<file path="config.mk">
export PLATFORM = sky130hd
export DESIGN_NAME = small_set_table_core
export DESIGN_NICKNAME = d
export VERILOG_FILES = /design/src/sv/sst_pkg.sv /design/src/sv/sst_dp.sv /design/src/sv/sst_ctrl.sv /design/src/sv/small_set_table_core.sv
export VERILOG_INCLUDE_DIRS = /design/src /design/src/sv
export SDC_FILE = /design/constraint.sdc
export NUM_CORES = 1
export LEC_CHECK = 0
export BUFFER_PORTS_ARGS = -buffer_cell sky130_fd_sc_hd__buf_2
export CAP_MARGIN = 25
export CORE_ASPECT_RATIO = 0.75
export CORE_UTILIZATION = 45
export DETAILED_ROUTE_END_ITERATION = 12
export PLACE_DENSITY = 0.59
export SYNTH_ARGS = -nofsm -noshare
export SYNTH_HDL_FRONTEND = slang
export SYNTH_SLANG_ARGS = --single-unit
</file>
<file path="constraint.sdc">
create_clock -name clk_i -period 5.45 [get_ports clk_i]
set_clock_uncertainty 0.1 [all_clocks]
set_input_delay 0.2725 -clock clk_i [delete_from_list [all_inputs] [get_ports clk_i]]
set_output_delay 0.2725 -clock clk_i [all_outputs]
set_load 0.1 [all_outputs]
</file>
<file path="src/sv/small_set_table_core_macros.svh">
// Assertion macros shared by the small set table core.
`ifndef SMALL_SET_TABLE_CORE_MACROS_SVH
`define SMALL_SET_TABLE_CORE_MACROS_SVH

// Clocked check on clk_i, held off while rst_ni is low.
`define SST_ASSERT(lbl, prop, msg) \
  lbl: assert property (@(posedge clk_i) disable iff (!rst_ni) prop) else $error(msg);

// Implication form: whenever cond holds, chk must hold in the same cycle.
`define SST_ASSERT_IMPL(lbl, cond, chk, msg) \
  `SST_ASSERT(lbl, (cond) |-> (chk), msg)

// Next-cycle form: whenever cond holds, chk must hold in the next cycle.
`define SST_ASSERT_NEXT(lbl, cond, chk, msg) \
  `SST_ASSERT(lbl, (cond) |=> (chk), msg)

`endif

</file>
<file path="src/sv/sst_pkg.sv">
// Types, constants and codes for the small set table core.
package sst_pkg;

  localparam int unsigned CAPACITY_DEF = 16;
  localparam int unsigned VALUE_W      = 32;
  localparam int unsigned OP_W         = 2;
  localparam int unsigned STAT_W       = 2;
  localparam int unsigned FILL_W       = 5;

  // Request operation codes
  typedef enum logic [OP_W-1:0] {
    OP_QUERY  = 2'd0,
    OP_INSERT = 2'd1,
    OP_REMOVE = 2'd2
  } op_e;

  // Result status codes
  typedef enum logic [STAT_W-1:0] {
    STAT_DONE    = 2'd0,
    STAT_PRESENT = 2'd1,
    STAT_ABSENT  = 2'd2,
    STAT_FULL    = 2'd3
  } status_e;

  // Sequencer states
  typedef enum logic [2:0] {
    S_IDLE,
    S_SCAN_RD,
    S_SCAN_CMP,
    S_DECIDE,
    S_SHIFT_RD,
    S_SHIFT_WR
  } state_e;

  // Sequencer to datapath controls
  typedef struct packed {
    logic latch;      // capture request, clear index and hit
    logic mem_rd;     // read table into the data register
    logic rd_next;    // read at index + 1 instead of index
    logic idx_inc;    // advance the index
    logic hit_set;    // record a match
    logic mem_wr;     // write the table
    logic wr_append;  // write the request value at the fill count
    logic cnt_inc;    // grow the fill count
    logic cnt_dec;    // shrink the fill count
    logic res_load;   // capture found and status
  } ctrl_t;

  // Datapath to sequencer status
  typedef struct packed {
    logic is_insert;
    logic is_remove;
    logic eq;          // compare unit: data register matches request value
    logic hit;
    logic empty;
    logic full;
    logic scan_last;   // index + 1 equals fill count
    logic shift_last;  // index + 2 equals fill count
  } stat_t;

endpackage

</file>
<file path="src/sv/sst_dp.sv">
// Datapath: entry table, shared compare unit, index and fill count registers.
module sst_dp #(
  parameter int unsigned CAPACITY = sst_pkg::CAPACITY_DEF
) (
  input  logic                                clk_i,
  input  logic                                rst_ni,
  input  logic [sst_pkg::OP_W-1:0]            operation_i,
  input  logic signed [sst_pkg::VALUE_W-1:0]  value_i,
  input  sst_pkg::ctrl_t                      ctrl_i,
  output sst_pkg::stat_t                      stat_o,
  output logic                                found_o,
  output logic [sst_pkg::STAT_W-1:0]          status_o,
  output logic [sst_pkg::FILL_W-1:0]          fill_count_o
);

  localparam int unsigned IDX_W = (CAPACITY > 1) ? $clog2(CAPACITY) : 1;
  localparam int unsigned CNT_W = $clog2(CAPACITY + 1);

  logic [sst_pkg::OP_W-1:0]    op_q;
  logic [sst_pkg::VALUE_W-1:0] value_q;
  logic [IDX_W-1:0]            idx_q;
  logic [CNT_W-1:0]            cnt_q;
  logic                        hit_q;
  logic [sst_pkg::VALUE_W-1:0] rdata_q;
  logic                        found_q;
  logic [sst_pkg::STAT_W-1:0]  status_q;
  logic [sst_pkg::STAT_W-1:0]  status_d;

  logic [sst_pkg::VALUE_W-1:0] mem [CAPACITY];

  logic [CNT_W-1:0]            idx_ext;
  logic [CNT_W-1:0]            idx_p1;
  logic [CNT_W-1:0]            idx_p2;
  logic [IDX_W-1:0]            rd_addr;
  logic [IDX_W-1:0]            wr_addr;
  logic [sst_pkg::VALUE_W-1:0] wr_data;
  logic [CNT_W+sst_pkg::FILL_W-1:0] cnt_wide;

  // Index arithmetic
  assign idx_ext = CNT_W'(idx_q);
  assign idx_p1  = idx_ext + CNT_W'(1);
  assign idx_p2  = idx_ext + CNT_W'(2);

  // Table ports
  assign rd_addr = ctrl_i.rd_next ? IDX_W'(idx_p1) : idx_q;
  assign wr_addr = ctrl_i.wr_append ? cnt_q[IDX_W-1:0] : idx_q;
  assign wr_data = ctrl_i.wr_append ? value_q : rdata_q;

  always_ff @(posedge clk_i) begin
    if (ctrl_i.mem_wr) begin
      mem[wr_addr] <= wr_data;
    end
  end

  always_ff @(posedge clk_i) begin
    if (ctrl_i.mem_rd) begin
      rdata_q <= mem[rd_addr];
    end
  end

  // Request capture
  always_ff @(posedge clk_i) begin
    if (ctrl_i.latch) begin
      op_q    <= operation_i;
      value_q <= value_i;
    end
  end

  // Index, hit flag and fill count
  always_ff @(posedge clk_i or negedge rst_ni) begin
    if (!rst_ni) begin
      idx_q <= '0;
      hit_q <= 1'b0;
      cnt_q <= '0;
    end else begin
      if (ctrl_i.latch) begin
        idx_q <= '0;
        hit_q <= 1'b0;
      end else begin
        if (ctrl_i.idx_inc) idx_q <= IDX_W'(idx_p1);
        if (ctrl_i.hit_set) hit_q <= 1'b1;
      end
      if (ctrl_i.cnt_inc) begin
        cnt_q <= cnt_q + CNT_W'(1);
      end else if (ctrl_i.cnt_dec) begin
        cnt_q <= cnt_q - CNT_W'(1);
      end
    end
  end

  // Result status from operation, hit and fullness
  always_comb begin
    case (op_q)
      sst_pkg::OP_INSERT: begin
        if (hit_q) begin
          status_d = sst_pkg::STAT_PRESENT;
        end else if (stat_o.full) begin
          status_d = sst_pkg::STAT_FULL;
        end else begin
          status_d = sst_pkg::STAT_DONE;
        end
      end
      sst_pkg::OP_REMOVE: begin
        status_d = hit_q ? sst_pkg::STAT_DONE : sst_pkg::STAT_ABSENT;
      end
      default: begin
        status_d = sst_pkg::STAT_DONE;
      end
    endcase
  end

  always_ff @(posedge clk_i or negedge rst_ni) begin
    if (!rst_ni) begin
      found_q  <= 1'b0;
      status_q <= sst_pkg::STAT_DONE;
    end else if (ctrl_i.res_load) begin
      found_q  <= hit_q;
      status_q <= status_d;
    end
  end

  // Status toward the sequencer; eq is the shared compare unit
  assign stat_o.is_insert  = (op_q == sst_pkg::OP_INSERT);
  assign stat_o.is_remove  = (op_q == sst_pkg::OP_REMOVE);
  assign stat_o.eq         = (rdata_q == value_q);
  assign stat_o.hit        = hit_q;
  assign stat_o.empty      = (cnt_q == '0);
  assign stat_o.full       = (cnt_q == CNT_W'(CAPACITY));
  assign stat_o.scan_last  = (idx_p1 == cnt_q);
  assign stat_o.shift_last = (idx_p2 == cnt_q);

  // Result ports
  assign cnt_wide     = {{sst_pkg::FILL_W{1'b0}}, cnt_q};
  assign found_o      = found_q;
  assign status_o     = status_q;
  assign fill_count_o = cnt_wide[sst_pkg::FILL_W-1:0];

endmodule

</file>
<file path="src/sv/sst_ctrl.sv">
// Sequencer: steps the scan, the decision and the shift-down of the table.
module sst_ctrl (
  input  logic            clk_i,
  input  logic            rst_ni,
  input  logic            start_i,
  input  sst_pkg::stat_t  stat_i,
  output sst_pkg::ctrl_t  ctrl_o,
  output logic            busy_o,
  output logic            done_o
);

  sst_pkg::state_e state_q, state_d;
  logic            done_q, done_d;

  // Next state
  always_comb begin
    state_d = state_q;
    case (state_q)
      sst_pkg::S_IDLE: begin
        if (start_i) begin
          state_d = stat_i.empty ? sst_pkg::S_DECIDE : sst_pkg::S_SCAN_RD;
        end
      end
      sst_pkg::S_SCAN_RD: begin
        state_d = sst_pkg::S_SCAN_CMP;
      end
      sst_pkg::S_SCAN_CMP: begin
        if (stat_i.eq || stat_i.scan_last) begin
          state_d = sst_pkg::S_DECIDE;
        end else begin
          state_d = sst_pkg::S_SCAN_RD;
        end
      end
      sst_pkg::S_DECIDE: begin
        if (stat_i.is_remove && stat_i.hit && !stat_i.scan_last) begin
          state_d = sst_pkg::S_SHIFT_RD;
        end else begin
          state_d = sst_pkg::S_IDLE;
        end
      end
      sst_pkg::S_SHIFT_RD: begin
        state_d = sst_pkg::S_SHIFT_WR;
      end
      sst_pkg::S_SHIFT_WR: begin
        state_d = stat_i.shift_last ? sst_pkg::S_IDLE : sst_pkg::S_SHIFT_RD;
      end
      default: begin
        state_d = sst_pkg::S_IDLE;
      end
    endcase
  end

  // Outputs
  always_comb begin
    ctrl_o = '0;
    done_d = 1'b0;
    case (state_q)
      sst_pkg::S_IDLE: begin
        ctrl_o.latch = start_i;
      end
      sst_pkg::S_SCAN_RD: begin
        ctrl_o.mem_rd = 1'b1;
      end
      sst_pkg::S_SCAN_CMP: begin
        if (stat_i.eq) begin
          ctrl_o.hit_set = 1'b1;
        end else if (!stat_i.scan_last) begin
          ctrl_o.idx_inc = 1'b1;
        end
      end
      sst_pkg::S_DECIDE: begin
        ctrl_o.res_load = 1'b1;
        if (stat_i.is_insert && !stat_i.hit && !stat_i.full) begin
          ctrl_o.mem_wr    = 1'b1;
          ctrl_o.wr_append = 1'b1;
          ctrl_o.cnt_inc   = 1'b1;
          done_d           = 1'b1;
        end else if (stat_i.is_remove && stat_i.hit) begin
          // last entry removed: nothing to shift
          if (stat_i.scan_last) begin
            ctrl_o.cnt_dec = 1'b1;
            done_d         = 1'b1;
          end
        end else begin
          done_d = 1'b1;
        end
      end
      sst_pkg::S_SHIFT_RD: begin
        ctrl_o.mem_rd  = 1'b1;
        ctrl_o.rd_next = 1'b1;
      end
      sst_pkg::S_SHIFT_WR: begin
        ctrl_o.mem_wr  = 1'b1;
        ctrl_o.idx_inc = 1'b1;
        if (stat_i.shift_last) begin
          ctrl_o.cnt_dec = 1'b1;
          done_d         = 1'b1;
        end
      end
      default: begin
        ctrl_o = '0;
      end
    endcase
  end

  always_ff @(posedge clk_i or negedge rst_ni) begin
    if (!rst_ni) begin
      state_q <= sst_pkg::S_IDLE;
      done_q  <= 1'b0;
    end else begin
      state_q <= state_d;
      done_q  <= done_d;
    end
  end

  assign busy_o = (state_q != sst_pkg::S_IDLE);
  assign done_o = done_q;

endmodule

</file>
<file path="src/sv/small_set_table_core.sv">
// Top level of the small set table core: sequencer plus datapath.
//
// Keeps an unordered, packed set of up to CAPACITY distinct 32-bit values.
// A request (query, insert, remove) is taken when start_i is high and busy_o
// is low; its single result shows on found_o, status_o and fill_count_o for
// exactly one cycle with done_o high and must be taken then. One table port
// and one equality comparator do all the work: the scan reads and then
// compares each entry examined, and a removal then reads and writes back
// each entry moved down. The scan stops at the match and only the entries
// after it are moved.
// busy_o drops as done_o rises, so the next request may start in that cycle.
// The table needs no clearing after reset; of its contents only the fill count is reset.
`include "small_set_table_core_macros.svh"

module small_set_table_core #(
  parameter int unsigned CAPACITY = sst_pkg::CAPACITY_DEF
) (
  input  logic                                clk_i,
  input  logic                                rst_ni,
  input  logic                                start_i,
  output logic                                busy_o,
  input  logic [sst_pkg::OP_W-1:0]            operation_i,
  input  logic signed [sst_pkg::VALUE_W-1:0]  value_i,
  output logic                                done_o,
  output logic                                found_o,
  output logic [sst_pkg::STAT_W-1:0]          status_o,
  output logic [sst_pkg::FILL_W-1:0]          fill_count_o
);

  sst_pkg::ctrl_t ctrl;
  sst_pkg::stat_t stat;
  logic           res_flagged;  // result strobe with a status other than done
  logic           found_match;  // found flag agrees with a present status

  // Sequencer
  sst_ctrl u_ctrl (
    .clk_i   (clk_i),
    .rst_ni  (rst_ni),
    .start_i (start_i),
    .stat_i  (stat),
    .ctrl_o  (ctrl),
    .busy_o  (busy_o),
    .done_o  (done_o)
  );

  // Table and compare datapath
  sst_dp #(
    .CAPACITY (CAPACITY)
  ) u_dp (
    .clk_i        (clk_i),
    .rst_ni       (rst_ni),
    .operation_i  (operation_i),
    .value_i      (value_i),
    .ctrl_i       (ctrl),
    .stat_o       (stat),
    .found_o      (found_o),
    .status_o     (status_o),
    .fill_count_o (fill_count_o)
  );

  // Checks
  assign res_flagged = done_o && (status_o != sst_pkg::STAT_DONE);
  assign found_match = (found_o == (status_o == sst_pkg::STAT_PRESENT));

  `SST_ASSERT_IMPL(a_done_idle, done_o, !busy_o, "result strobe while sequencer busy")
  `SST_ASSERT_NEXT(a_start_busy, start_i && !busy_o, busy_o, "accepted request did not go busy")
  `SST_ASSERT_NEXT(a_done_pulse, done_o, !done_o, "result strobe longer than one cycle")
  `SST_ASSERT_IMPL(a_found_status, res_flagged, found_match, "found flag disagrees with status")

endmodule
</file>
# Word level (Yosys, flattened, before mapping)
# Memories as Yosys holds them, arrays and structs flattened. A register that Yosys moved wholly into a read port is not among the register bits.
# Cells that the tools add are included.
[op_classes] addsub=4 mul=0 div_mod_pow=0 magnitude_cmp=0 eq_ne=12 shifts=0 n_mux=41 bitwise=0 reduce_logical=15
[op_table] operator="equality test 32 bit" count=1
[op_table] operator="2-to-1 mux 32 bit" count=1
[op_table] operator="2-to-1 mux 1 bit" count=18
[op_table] operator="case mux 3 bit (6 select lines)" count=1
[op_table] operator="2-to-1 mux 4 bit" count=4
[op_table] operator="2-to-1 mux 2 bit" count=6
[op_table] operator="2-to-1 mux 3 bit" count=4
[op_table] operator="equality test 5 bit" count=2
[op_table] operator="2-to-1 mux 5 bit" count=2
[op_table] operator="case mux 1 bit (2 select lines)" count=4
[op_table] operator="equality test 3 x 2 -> 1 bit, second input constant" count=2
[op_table] operator="equality test 3 bit, second input constant" count=2
[op_table] operator="nonzero test 2 bit" count=3
[op_table] operator="adder 4 x 1 -> 5 bit, second input constant" count=1
[op_table] operator="adder 4 x 2 -> 5 bit, second input constant" count=1
[op_table] operator="adder 5 x 1 -> 5 bit, second input constant" count=1
[op_table] operator="equality test 5 bit, second input constant" count=1
[op_table] operator="zero test 5 bit" count=1
[op_table] operator="subtractor 5 x 1 -> 5 bit, second input constant" count=1
[op_table] operator="logical AND 1 bit" count=4
[op_table] operator="case mux 2 bit (2 select lines)" count=1
[op_table] operator="equality test 3 x 1 -> 1 bit, second input constant" count=1
[op_table] operator="zero test 1 bit" count=3
[op_table] operator="zero test 3 bit" count=1
[op_table] operator="other kinds (6)" count=6
[totals] register_bits=51 latchBits=0 ram_bits=512 romBits=0 in_bits=37 out_inout_bits=10 wordCells=82 n_memories=1
[mem_list] memory="u_dp.mem" depth=16 width=32 read_ports=1 rd_ports_with_merged_regs=1 write_ports=1 line_no="sst_dp.sv:29" text="logic [sst_pkg::VALUE_W-1:0] mem [CAPACITY];"

# Logic depth before layout (Yosys ltp)
# Gate-level depths: netlist of the first run.
[depth] ltp_word=8 mapped_depth=13

# Cells and area by module
# From an unflattened synthesis of the first run, not the netlist that was laid out.
[unflattened] cells_unflattened=1459 hier_area_um2=26940.8
[by_module_without_submodules] module="sst_dp" instances=1 cells_per_inst=1421 area_per_inst_um2=26583.0 seq_area_each_um2=17682.0
[by_module_without_submodules] module="sst_ctrl" instances=1 cells_per_inst=38 area_per_inst_um2=357.8 seq_area_each_um2=100.1

# Worst setup path after synthesis of the first run
# Ideal clock, no wire load.
[synth_timing] path_kind="register to register" start="register u_dp.cnt_q[1] (netlist: u_dp.fill_count_o[1])" end="memory u_dp.mem[9][0] in the netlist's numbering, enable pin" arrival_time_ns=3.853 setup_slack_ns=1.076 stages_incl_launch_ff=9 n_path_buf=3 period_less_slack_ns=4.374 cell_sequence="dfrtp_1 > clkbuf_1 > nor4_1 > a21oi_1 > and3_1 > buf_2 > buf_1 > a31oi_1 > nor2_1"
[synth_via] elab_chain_len=7 elab_cells_between_ends=9 cone_classes="1 x eq/ne; 6 x mux; 2 x reduce/logical"
[synth_rtl] element="start, declared" line_no="sst_dp.sv:22" text="logic [CNT_W-1:0] cnt_q;"
[synth_rtl] element="start signal, assigned" line_no="sst_dp.sv:84" text="cnt_q <= cnt_q + CNT_W'(1);"
[synth_rtl] element="start signal, assigned" line_no="sst_dp.sv:86" text="cnt_q <= cnt_q - CNT_W'(1);"
[synth_rtl] element="equality test 5 bit" line_no="sst_dp.sv:128" text="assign stat_o.full = (cnt_q == CNT_W'(CAPACITY));"
[synth_rtl] element="zero test 1 bit" line_no="sst_ctrl.sv:73" text="if (stat_i.is_insert && !stat_i.hit && !stat_i.full) begin"
[synth_rtl] element="logical AND 1 bit" line_no="sst_ctrl.sv:73"
[synth_rtl] element="2-to-1 mux 3 bit" line_no="sst_ctrl.sv:73"
[synth_rtl] element="case mux 1 bit (2 select lines)" line_no="sst_ctrl.sv:57" text="case (state_q)"
[synth_rtl] element="2-to-1 mux 1 bit" line_no="sst_dp.sv:50" text="if (ctrl_i.mem_wr) begin"
[synth_rtl] element="2-to-1 mux 1 bit (not written as such)" line_no="sst_dp.sv:51" text="mem[wr_addr] <= wr_data;"
[synth_rtl] element="end, declared" line_no="sst_dp.sv:29"
# Parallel ways exist; a longest one is shown, timed or not.

# Final worst setup path of the first run
[layout_timing] start="register u_dp.cnt_q[1] (netlist: u_dp.fill_count_o[1])" end="memory u_dp.mem[14][1] in the netlist's numbering, enable pin"
# Same word-level chain as after synthesis.

==> impl_metrics.py, run 1 <==
metrics = {
    "status": {
        "status": "completed",
    },
    "layout": {
        "final_nets": 1265,
        "multi_input_area_um2": 5310,
        "mostFrequentLayoutCells": "edfxtp_1 (578), mux4_2 (128), a22oi_1 (64)",
        "antenna_cells": 0,
        "final_common_cell": "edfxtp_1",
        "utilization_pct": 52.8,
        "drive_above_1_share_pct": 27.2,
        "regArea_um2": 17800,
        "fill_cells": 3873,
        "area_growth_pct": 15.1,
        "instances_no_fill": 1922,
    },
    "clocking": {
        "clk_latency_ns": 0.61,
        "cts_buffers": 56,
        "ctsRootBufferMaster": "clkbuf_16",
        "post_cts_buffers": 0,
        "cts_buffer_depth": 3,
        "cts_tree": "done",
        "htreeDepth": 2,
        "clkTransAtPathRegs_ns": 0.06,
        "cts.sinks": 595,
    },
    "detailed_routing": {
        "vias": 11140,
        "antenna_left": 0,
        "drc_errors": 0,
        "first_pass_iters": 5,
        "vias_per_cell": 5.80,
        "wl_per_cell_um": 26.9,
        "drtIter0Drc": 1048,
        "routed_wl_mm": 51.8,
    },
    "floorplan": {
        "ios": 47,
        "die_x_um": 264,
        "die_area_um2": 52500,
        "dieHeight_um": 199,
        "core_um2": 50500,
        "rows": 71,
        "initial_core_util_pct": 45.9,
    },
    "grt": {
        "grt_pass1_vias": 11380,
        "grt_pass1_wl_mm": 77.1,
        "track_usage_pct": 20.4,
        "grt_max_degree": 82,
        "globalRouteOverflowTotal": 0,
        "antenna_found_initial": 1,
    },
    "yosys": {
        "syn_inst": 1103,
        "syn_avg_cell_area_um2": 21.0,
        "seq_area_frac_synth_pct": 76.6,
        "ys_warn_count": 0,
        "synth_cell_types": 41,
        "synth_area_um2": 23200,
        "synth_seq_cells": 595,
        "synth_nets": 1148,
    },
    "sta": {
        "fin_crit_sh_pct": 72.0,
        "maxSlewHeadroom_pct": 30.8,
        "fin_crit_ns": 3.92,
        "finalSetupViolations": 0,
        "clock.fmax_ghz": 0.255,
        "rsz0062_at_grt": "no",
        "worst_pin_slew_ns": 1.03,
        "finalMaxSlewViolations": 0,
        "finalHoldWorstSlack_ns": 0.0300,
        "setup-tns-final_ns": 0,
        "finalHoldViolCount": 0,
    },
    "setup_path": {
        "path_buf_inv": 3,
        "cp_cell_sequence": "nor4_1 > a21oi_1 > and3_2 > inv_1 > buf_4 > and3_1 > a31oi_1 > nor2_4 > buf_4",
        "crit_family": "simple AND/OR/NAND/NOR gates",
        "crit_path_end_kind": "flop",
        "crit_path_frequent_cell": "buf_4",
        "setup.worst_path.class": "flop to flop",
        "worstPathArrival_ns": 4.11,
        "startpoint_type": "flop",
        "crit_required_ns": 5.64,
        "slowest_stage": "nor2_4",
        "critPathMaxFanout": 19,
        "cpPeakStageDelay_ns": 0.66,
    },
    "place": {
        "dp_cells": 1783,
        "port_buffers": 46,
        "gp_congestion": 0.767,
        "dp_hpwl_mm": 30.7,
    },
    "power": {
        "power_switching_mw": 3.81,
        "swShare_pct": 29.5,
        "pwr_density_cell_nw_per_um2": 483,
        "pwr-share-seq_pct": 47.0,
        "p_clk_share_pct": 29.5,
        "p_leak_nw": 8.73,
        "worst_ir_drop_vdd_v": 0.000285,
        "internal_power_mw": 9.09,
        "finalPower_mw": 12.9,
        "p_comb_share_pct": 23.5,
    },
    "job": {
        "max_cap_viol_count": 0,
    },
    "min_path": {
        "hold_class": "input pin to asynchronous set/reset pin",
    },
}
==> timing repair <==
action / in CTS / in global routing
setup endpoints to repair: 0 / 0
resized for setup: 0 / 0
endpoints found under the hold margin: 52 / 0
hold buffers: 36 / 0
==> cell type report <==
type / count / area share, %
Timing Repair Buffer: 115 / 3.67
Clock inverter: 34 / 1.02
Clock buffer: 69 / 5.59
Multi-Input combinational cell: 441 / 19.9
Inverter: 11 / 0.155
Tap cell: 657 / 3.08
Sequential cell: 595 / 66.6
==> path summary, 6_finish.rpt <==
check	slack, ns	cells after the start	end	start
setup / recovery	1.53	9	u_dp.mem[14][1]	u_dp.fill_count_o[1]
hold / removal	0.03	2	u_dp.fill_count_o[1]	rst_ni
setup reg to reg	1.53	9	u_dp.mem[14][1]	u_dp.fill_count_o[1]
hold reg to reg	0.38	2	u_dp.found_o	u_dp.found_o
max in group asynchronous	4.92	2	u_dp.idx_q[1]	rst_ni
min in group clk_i	0.27	2	u_dp.value_q[18]	value_i[18]
==> per-layer routing <==
metal	wire, um	share of wire, %	track usage (%)
met1	24800	48	31.2
met2	23300	45	30.6
met3	2860	5.5	3.49
met4	846	1.6	4.80
met5	0	0	0
==> synthesized netlist by cell type, drive strengths merged <==
cell type	instances	area, um^2
nor4	9	56.3
nand3b	2	15.0
inv	11	41.3
a21oi	7	35.0
clkbuf	32	120
buf	24	138
o21ai	8	40.0
ha	7	87.6
and2	1	6.26
nor2b	3	18.8
dfrtp	17	425
edfxtp	578	17400
mux2	34	383
o211ai	2	15.0
a211o	1	8.76
a22oi	64	480
xnor2	10	87.6
o221a	1	11.3
and4b	1	10.0
nand4	2	12.5
mux4	128	2880
nand3	3	15.0
a31oi	7	43.8
nor2	31	116
fa	1	20.0
and3	4	25.0
a32oi	2	17.5
o2111a	1	11.3
xor2	41	359
o2111ai	1	8.76
nor3	6	30.0
nor3b	4	41.3
a21o	2	15.0
nand2	48	180
mux2i	4	40.0
o41ai	2	17.5
a211oi	2	15.0
o21bai	2	15.0
==> logic make-up (layout without fill, tap and decap cells) <==
family	count (synthesis)	count (layout)	synth area share (%)
compound gates	102	102	3.17
xor+xnor	51	51	1.93
fa+ha+maj	8	8	0.464
buf+inv	67	229	1.29
flops	595	595	76.6
mux	166	166	14.2
simple gates	114	114	2.27
==> power by group through the flow <==
stage	logic, mW	registers, mW	clock network (mW)
floorplan	2.06	6.20	0
global placement	3.01	6.14	0
detailed placement	3.07	6.15	0
CTS	3.09	6.06	3.87
global route	3.28	6.09	4.03
finish	3.04	6.06	3.80
==> per-stage QoR <==
step | setup WS, ns | cell area [um^2]
CTS | 1.54 | 26700
global placement | 1.52 | 24500
floorplan | 1.08 | 23200
detailed placement | 1.56 | 24600
finish | 1.53 | 26700
global route | 1.32 | 26700
==> state kept, by name, summed over array words and instances, names as in the netlist <==
register	cells
u_ctrl.done_o	1
u_dp.rdata_q	32
u_dp.found_o	1
u_dp.fill_count_o	5
u_dp.idx_q	4
u_ctrl.state_q	3
u_dp.hit_q	1
u_dp.op_q	2
u_dp.status_o	2
u_dp.value_q	32
u_dp.mem	512
Note: power is estimated with default switching activity, not from simulation.
==> inputs of run 2 (changes only) <==
ABC_AREA = 1   (was default)
clock period = 3.79 ns   (was 5.45 ns; I/O delays follow)
==> run 2 against run 1 <==
  * The run now ends with DRC left
  * Maximum frequency up 28%
  * Synthesized area up 8.0%
  * Via count up 37%
  * Combinational power up 130%
  * Clock power up 40%
  * Critical endpoint is now u_dp.mem[6][16]
  * Largest power group unchanged
==> impl_metrics.py, run 2 <==
metrics = {
    "grt": {
        "grt_max_degree": 129,
        "track_usage_pct": 21.1,
        "grt_pass1_wl_mm": 90.0,
        "globalRouteOverflowTotal": 0,
        "grt_pass1_vias": 15053,
        "antenna_found_initial": 1,
    },
    "clocking": {
        "cts_buffer_depth": 3,
        "cts_tree": "done",
        "cts.sinks": 595,
        "cts_buffers": 57,
        "clk_latency_ns": 0.63,
        "htreeDepth": 2,
        "clkTransAtPathRegs_ns": 0.06,
        "ctsRootBufferMaster": "clkbuf_16",
    },
    "yosys": {
        "synth_nets": 2075,
        "synth_commonest_cells": "edfxtp_1 (578), nand2_1 (369), inv_1 (302), o211ai_1 (224), nand3_1 (210)",
        "yosys.area.top_type": "edfxtp_1",
        "synthArstFlopShare_pct": 2.86,
        "synthFlopType": "edfxtp_1",
        "synth_area_um2": 25100,
        "syn_inst": 2030,
        "yosysTopAreaCellShare_pct": 69.3,
        "synth_edf_count": 578,
        "ys_warn_count": 0,
        "syn_avg_cell_area_um2": 12.3,
        "synth_seq_cells": 595,
        "synth_area_leaders": "edfxtp_1 (69%), o211ai_1 (6.7%), nand2_1 (5.5%)",
        "synth_most_common_cell": "edfxtp_1",
        "synth_cell_types": 31,
        "seq_area_frac_synth_pct": 71.0,
    },
    "detailed_routing": {
        "drt-met1-wl_mm": 27.2,
        "top_layer_used": "met5",
        "wl_met2_mm": 26.1,
        "drc_errors": 2,
        "wl_per_cell_um": 20.2,
        "first_pass_iters": 9,
        "antenna_left": 0,
        "routed_wl_mm": 58.1,
        "drtIter0Drc": 1322,
        "dr_wl_met3_mm": 3.23,
        "vias": 15287,
        "vias_per_cell": 5.31,
    },
    "layout": {
        "fill_cells": 4657,
        "top_register": "u_dp.mem",
        "area_growth_pct": 13.5,
        "multi_input_area_um2": 5720,
        "final_common_cell": "edfxtp_1",
        "instances_no_fill": 2877,
        "largest_reg_flops": 512,
        "antenna_cells": 0,
        "final_nets": 2163,
        "regArea_um2": 17800,
        "drive_above_1_share_pct": 10.5,
        "reg.largest.list": "u_dp.mem (512), u_dp.rdata_q (32), u_dp.value_q (32)",
        "mostFrequentLayoutCells": "edfxtp_1 (578), nand2_1 (367), inv_1 (301)",
    },
    "floorplan": {
        "die_x_um": 274,
        "rows": 74,
        "initial_core_util_pct": 45.8,
        "ios": 47,
        "core_um2": 54700,
        "die_area_um2": 56600,
        "dieHeight_um": 206,
    },
    "sta": {
        "worst_pin_slew_ns": 1.02,
        "maxSlewHeadroom_pct": 32.0,
        "fin_crit_ns": 3.07,
        "rsz0062_at_grt": "no",
        "fin_ws_ns": 0.717,
        "finalMaxSlewViolations": 0,
        "fin_crit_sh_pct": 81.1,
        "finalHoldViolCount": 0,
        "finalSetupViolations": 0,
        "clock.fmax_ghz": 0.325,
        "setup-tns-final_ns": 0,
    },
    "power": {
        "p_clk_share_pct": 25.0,
        "finalPower_mw": 21.3,
        "p_leak_nw": 10.5,
        "internal_power_mw": 13.6,
        "pwr-share-seq_pct": 42.5,
        "swShare_pct": 36.0,
        "pwr_density_cell_nw_per_um2": 749,
        "p_comb_share_pct": 32.4,
        "power_switching_mw": 7.65,
        "worst_ir_drop_vdd_v": 0.000755,
    },
    "place": {
        "port_buffers": 46,
        "gp_congestion": 0.804,
        "pre_cts_ws_ns": 0.757,
        "dp_cells": 2744,
        "dp_hpwl_mm": 32.8,
    },
    "setup_path": {
        "worstPathArrival_ns": 3.22,
        "r2r_cells": 7,
        "setup.worst_path.class": "flop to flop",
        "startpoint_type": "flop",
        "rrSetupSlack_ns": 0.72,
        "crit_required_ns": 3.94,
        "critPathMaxFanout": 32,
        "crit-reg2reg-capture": "u_dp.mem[6][16]",
        "crit_path_end_kind": "flop",
        "r2r-start": "u_dp.fill_count_o[0]",
    },
    "min_path": {
        "hold_depth": 2,
        "hold_class": "input pin to flop",
        "min_to": "u_dp.value_q[16]",
        "hp-start": "value_i[16]",
    },
    "status": {
        "violations": "DRC",
        "status": "finished with violations",
    },
    "job": {
        "max_cap_viol_count": 0,
    },
}
==> run 2: cell types whose count changed after synthesis, moves of 29 or more <==
cell	delta
nand2_1	+321
inv_1	+291
o211ai_1	+222
nand3_1	+207
mux4_2	-128
o21ai_0	+73
a22oi_1	-64
buf_2	+57
xor2_1	-29
==> run 2: critical path, cell delays in order, from the launching register on <==
cell     delay, ns
dfrtp_1       0.55
nor2_1        0.11
nand3_1       0.19
nand4_4       0.17
o21ai_0       0.45
nand3_1       0.45
nor2_4        0.17
buf_4         0.47
==> run 2: cell families (layout without fill, tap and decap cells) <==
family / count (synthesis) / after routing / share of synthesized area [%]
adder cells (fa/ha/maj): 8 / 8 / 0.429
AO/OA/AOI/OAI: 317 / 317 / 8.61
buffers and inverters: 416 / 541 / 6.87
flip-flops: 595 / 595 / 71.0
XOR/XNOR: 38 / 38 / 1.33
AND/OR/NAND/NOR: 633 / 633 / 10.8
multiplexers: 23 / 23 / 1.03
==> run 2: worst max path at each step <==
stage / startpoint / to
CTS: u_dp.fill_count_o[0] / u_dp.mem[6][27]
floorplan: u_dp.fill_count_o[0] / u_dp.mem[10][0]
global route: u_dp.fill_count_o[0] / u_dp.mem[3][17]
detailed placement: u_dp.fill_count_o[0] / u_dp.mem[6][23]
global placement: u_dp.fill_count_o[0] / u_dp.mem[6][19]
finish: u_dp.fill_count_o[0] / u_dp.mem[6][16]
==> run 2: cell type report <==
type	count	area share, %
sequential	595	62.6
tap	722	3.18
inverter	307	4.07
clock buffer	71	5.20
multi-input combinational	1019	20.1
timing repair buffer	138	4.14
clock inverter	25	0.718
==> run 2: repair_timing <==
item	CTS	global route
buffers inserted	0	0
hold endpoints to repair	63	0
endpoints found under the setup margin	0	0
gates resized for setup	0	0
hold buffers	37	0
==> run 2: per-stage QoR <==
| step | area [um^2] | utilization [%] | hold slack, ns |
|---|---|---|---|
| floorplan | 25100 | - | -0.206 |
| global placement | 26400 | 48.2 | 0.0387 |
| detailed placement | 26400 | 48.2 | 0.0488 |
| CTS | 28400 | 51.9 | 0.124 |
| global route | 28400 | 51.9 | 0.153 |
| finish | 28400 | 51.9 | 0.170 |
==> run 2: metal layers <==
layer  track usage (%)  up-vias
met1              30.3     7490
met4              6.88        2
met5                 0        -
li1                  -     7324
met2              32.8      371
met3              3.47      100
==> run 2: power groups by stage <==
| stage | Clock, mW | Sequential [mW] | Combinational (mW) |
|---|---|---|---|
| after floorplan | 0 | 9.33 | 4.56 |
| after global placement | 0 | 9.17 | 6.81 |
| after detailed placement | 0 | 9.18 | 6.90 |
| after CTS | 5.45 | 9.05 | 6.96 |
| after global routing | 5.70 | 9.10 | 7.69 |
| final | 5.33 | 9.05 | 6.90 |
